## src/hdl/wrtb_pkg.sv

```systemverilog
`timescale 1ns / 1ps

package wrtb_pkg;

    localparam int WINDOW_MAX_DEF  = 1024;
    localparam int LENGTH_BITS_DEF = 20;

    localparam int BATCH_W  = 12;
    localparam int CFG_W    = 32;
    localparam int CFG_AW   = 3;
    localparam int WIN_CW   = 11;
    localparam int RATIO_W  = 16;
    localparam int TOKEN_W  = 32;
    localparam int CLASS_W  = 2;

    localparam logic [TOKEN_W-1:0] BUDGET_MAX = 32'h8000_0000;

    localparam logic [CLASS_W-1:0] LC_GEN_HEAVY = 2'd0;
    localparam logic [CLASS_W-1:0] LC_BALANCED  = 2'd1;
    localparam logic [CLASS_W-1:0] LC_CTX_HEAVY = 2'd2;

    localparam logic [CFG_AW-1:0] REG_WINDOW_SIZE  = 3'd0;
    localparam logic [CFG_AW-1:0] REG_RATIO_HEAVY  = 3'd1;
    localparam logic [CFG_AW-1:0] REG_RATIO_BAL    = 3'd2;
    localparam logic [CFG_AW-1:0] REG_TOKENS_HEAVY = 3'd3;
    localparam logic [CFG_AW-1:0] REG_TOKENS_BAL   = 3'd4;
    localparam logic [CFG_AW-1:0] REG_TOKENS_GEN   = 3'd5;

    typedef struct packed {
        logic [WIN_CW-1:0]  window_size;
        logic [RATIO_W-1:0] ratio_heavy_context;
        logic [RATIO_W-1:0] ratio_balanced;
        logic [TOKEN_W-1:0] tokens_heavy_context;
        logic [TOKEN_W-1:0] tokens_balanced;
        logic [TOKEN_W-1:0] tokens_gen_heavy;
    } cfg_t;

    typedef enum logic [2:0] {
        ST_IDLE,
        ST_EVICT_CHK,
        ST_EVICT_SUB,
        ST_APPEND,
        ST_MUL,
        ST_DIV,
        ST_POW,
        ST_FINISH
    } state_t;

    typedef struct packed {
        logic load;
        logic evict_rd;
        logic evict_sub;
        logic append;
        logic mul;
        logic div_step;
        logic pow;
        logic finish;
    } cmd_t;

    typedef struct packed {
        logic evict_needed;
        logic sum_zero;
        logic div_last;
        logic out_free;
    } status_t;

endpackage

```

## src/hdl/wrtb_ctrl.sv

```systemverilog
`timescale 1ns / 1ps

module wrtb_ctrl
(
    input  logic              clk,
    input  logic              rst_n,
    input  logic              in_valid,
    input  logic              mode,
    output logic              in_ready,
    input  wrtb_pkg::status_t status,
    output wrtb_pkg::cmd_t    cmd
);

    wrtb_pkg::state_t state_reg;
    wrtb_pkg::state_t state_next;
    logic             accept;

    assign accept = in_valid && in_ready;

    always_ff @(posedge clk or negedge rst_n)
    begin
        if (!rst_n)
        begin
            state_reg <= wrtb_pkg::ST_IDLE;
        end
        else
        begin
            state_reg <= state_next;
        end
    end

    always_comb
    begin
        state_next = state_reg;
        case (state_reg)
            wrtb_pkg::ST_IDLE:
            begin
                if (accept)
                begin
                    if (!mode)
                        state_next = wrtb_pkg::ST_EVICT_CHK;
                    else if (status.sum_zero)
                        state_next = wrtb_pkg::ST_FINISH;
                    else
                        state_next = wrtb_pkg::ST_MUL;
                end
            end
            wrtb_pkg::ST_EVICT_CHK:
            begin
                if (status.evict_needed)
                    state_next = wrtb_pkg::ST_EVICT_SUB;
                else
                    state_next = wrtb_pkg::ST_APPEND;
            end
            wrtb_pkg::ST_EVICT_SUB: state_next = wrtb_pkg::ST_EVICT_CHK;
            wrtb_pkg::ST_APPEND:    state_next = wrtb_pkg::ST_IDLE;
            wrtb_pkg::ST_MUL:       state_next = wrtb_pkg::ST_DIV;
            wrtb_pkg::ST_DIV:
            begin
                if (status.div_last)
                    state_next = wrtb_pkg::ST_POW;
            end
            wrtb_pkg::ST_POW:       state_next = wrtb_pkg::ST_FINISH;
            wrtb_pkg::ST_FINISH:
            begin
                if (status.out_free)
                    state_next = wrtb_pkg::ST_IDLE;
            end
            default:                state_next = wrtb_pkg::ST_IDLE;
        endcase
    end

    always_comb
    begin
        cmd      = '0;
        in_ready = 1'b0;
        case (state_reg)
            wrtb_pkg::ST_IDLE:
            begin
                in_ready = 1'b1;
                cmd.load = accept;
            end
            wrtb_pkg::ST_EVICT_CHK: cmd.evict_rd  = status.evict_needed;
            wrtb_pkg::ST_EVICT_SUB: cmd.evict_sub = 1'b1;
            wrtb_pkg::ST_APPEND:    cmd.append    = 1'b1;
            wrtb_pkg::ST_MUL:       cmd.mul       = 1'b1;
            wrtb_pkg::ST_DIV:       cmd.div_step  = 1'b1;
            wrtb_pkg::ST_POW:       cmd.pow       = 1'b1;
            wrtb_pkg::ST_FINISH:    cmd.finish    = status.out_free;
            default:                cmd           = '0;
        endcase
    end

endmodule

```

## config.mk

```make
export PLATFORM = sky130hd
export DESIGN_NAME = wrtb_ctrl
export DESIGN_NICKNAME = d
export VERILOG_FILES = /design/src/hdl/wrtb_pkg.sv /design/src/hdl/wrtb_ctrl.sv
export SDC_FILE = /design/constraint.sdc
export NUM_CORES = 1
export LEC_CHECK = 0
export BUFFER_PORTS_ARGS = -buffer_cell sky130_fd_sc_hd__buf_2
export CAP_MARGIN = 20
export CORE_AREA = 8 8 45 47
export CTS_CLUSTER_DIAMETER = 30
export CTS_CLUSTER_SIZE = 40
export DETAILED_ROUTE_END_ITERATION = 16
export DIE_AREA = 0 0 53 55
export GPL_TIMING_DRIVEN = 1
export MAX_ROUTING_LAYER = met4
export PLACE_DENSITY = 0.42
export SETUP_SLACK_MARGIN = 0.02
export SLEW_MARGIN = 25
export SYNTH_ARGS = -nofsm -noshare
export SYNTH_HDL_FRONTEND = slang
export SYNTH_SLANG_ARGS = --single-unit
```

## constraint.sdc

```tcl
create_clock -name clk -period 1.9 [get_ports clk]
set_input_delay 0.285 -clock clk [delete_from_list [all_inputs] [get_ports clk]]
set_output_delay 0.285 -clock clk [all_outputs]
set_load 0.02 [all_outputs]
```

==> flow_summary.ini <==
[status]
status = complete, no violations

[worst_setup_path]
critPathKind = reg2out
cp_max_fo = 8
crit_path_start_kind = flop
timing.rr.start = state_reg[2]
rrSetupSlack_ns = 0.55
reg2reg_depth = 3
crit_required_ns = 1.62
arrival_ns = 1.30
endpoint_kind = output port
r2r-end = state_reg[0]

[logic_synthesis]
syn_area_per_cell_um2 = 8.17
synth_seq_area_share_pct = 28.7
synth_cell_type_count = 22
ys_ff_latch = 3
synth_top_cell_by_area = dfrtp_1
synth_common_cells = 4 x nor2_1, 3 x and2_1, 3 x dfrtp_1, 3 x nand2_1, 2 x o21ai_1
synth-edff-count = 0
syn-num-nets = 40
synth_area_leaders = dfrtp_1 29%, and2_1 7.2%, a221oi_2 5.7%, nor2_1 5.7%, mux2_1 4.3%
synth_cells = 32
ys.flop_type = dfrtp_1
synthArstFlopShare_pct = 100
yosysWarningCount = 0
netlist_area_um2 = 262
synth_most_common_cell = nor2_1
netlist.area_leader.share_pct = 28.7

[layout]
largest_reg_flops = 3
fin_cells = 67
area_growth_pct = 47.4
nets = 60
nFillCells = 164
diodes = 0
drive_gt1_share_pct = 47.1

[sta]
setup_violations = 0
setup_tns_ns = 0
max_clock_freq_mhz = 630
slew_headroom_pct = 75.3
worst_slew_pin_slew_ns = 0.371
grt_setup_unrepaired = false
finClkSkew_ns = 0.00276
fin_crit_ns = 1.59
period_share_pct = 83.5
slew_violations = 0
hold_viol = 0

[global_routing]
grt_pass1_vias = 311
grt.total_usage_pct = 6.08
antenna_found_initial = 0
grt_remaining_overflow = 0
grt_pass1_wl_mm = 1.28
grt_max_degree = 13

[floorplan]
start_util_pct = 18.9
io-pin-count = 17
row_count = 14
die_area_mm2 = 0.00292
coreArea_mm2 = 0.00138
die_h_um = 55
die_w_um = 53

[worst_hold_path]
hold_end = state_reg[0]
hold_depth = 3
min_from = in_valid
min_path_type = in2reg

[drt]
antenna_left = 0
drt-vias-per-instance = 4.52
vias = 303
highest_layer = met3
wl_met1_um = 351
drc = 0
detail_route.wl_per_cell_um = 11.7
drt_iter0_drc = 3
wl_met2_um = 364
firstDrtPassIters = 4
route.final.wire_length_um = 785
wl_met3_um = 69

[placed_design]
post-place-cells = 62
io_buffers = 16
gp_congestion = 0.721
dpl.hpwl_um = 626

[cts]
cts_buffer_depth = 2
clk_latency_ns = 0.23
h-tree-depth = 1
postCtsHoldBufs = 1
cts.sinks = 3
post_cts_resized = 0
cts_made_buffers = 3
tritoncts = done
clk_pin_slew_ns = 0.04
cts_root_buffer = clkbuf_4
cts_setup_buffers = 0

[power]
p_leak_uw = 0.000198
ir_worst_vdd_mv = 0.428
power_density_mw_per_mm2 = 1670

[flow_run]
max_cap_violations = 0
through the flow:
stage	hold WS [ns]	util (%)	cell area, um^2	power, uW	setup WS (ns)
floorplan	-0.0106	-	262	443	0.363
global placement	0.0840	25.2	349	542	0.537
detailed placement	0.0834	25.2	349	537	0.543
CTS	0.370	27.8	385	654	0.292
global route	0.375	27.8	385	706	0.176
finish	0.375	27.8	385	643	0.314
kinds of logic after synthesis:
group / after synthesis / share of synthesized area [%]
AO/OA/AOI/OAI: 7 / 21.5
multiplexers: 1 / 4.31
AND/OR/NAND/NOR: 17 / 37.8
buffers and inverters: 4 / 7.65
flip-flops: 3 / 28.7
critical path: stages, from the launching register on:
cell     delay (ns)
dfrtp_1        0.51
inv_2          0.09
nor2_1         0.17
and2_1         0.15
buf_2          0.16
cell type report:
cell class	count	area (um^2)	area share [%]
tap	16	20.0	5.19
inverter	2	7.51	1.95
sequential	3	75.1	19.5
clock buffer	4	26.3	6.82
multi-input combinational	25	166	43.2
timing repair buffer	17	90.1	23.4
per-layer routing:
| layer | GRT usage [%] | vias to the layer above |
|---|---|---|
| li1 | - | 151 |
| met4 | 3.88 | 0 |
| met2 | 8.98 | 14 |
| met1 | 6.69 | 138 |
| met5 | - | - |
| met3 | 2.41 | 0 |
power by group:
group          internal, uW  leakage, uW  switching [uW]
registers              97.4    0.0000341            97.2
clock network          78.5    0.0000150            30.6
logic                   147     0.000149             192
cells in the final DEF, fill, tap and decap left out:
cell	count
buf_2	16
nor2_1	4
and2_1	3
nand2_1	3
clkbuf_4	3
dfrtp_1	3
o21ai_1	2
inv_2	1
nand2_2	1
nor3_1	1
and3_1	1
nor4bb_1	1
nor3_2	1
nand4b_1	1
or2b_1	1
a221oi_2	1
a31oi_1	1
inv_1	1
o21ai_0	1
mux2_1	1
o221a_1	1
a21oi_2	1
clkbuf_1	1
dlygate4sd3_1	1
worst max-delay path by stage:
stage | startpoint | endpoint | slack, ns | depth (start not counted)
6_report | state_reg[1] | cmd[4] | 0.31 | 4
5_1_grt | state_reg[0] | cmd[7] | 0.18 | 3
4_1_cts | state_reg[0] | cmd[7] | 0.29 | 3
3_5_place_dp | state_reg[0] | cmd[7] | 0.54 | 3
3_3_place_gp | state_reg[2] | state_reg[0] | 0.54 | 3
2_1_floorplan | state_reg[2] | cmd[6] | 0.36 | 2
Power figures use the tool's default switching activity.
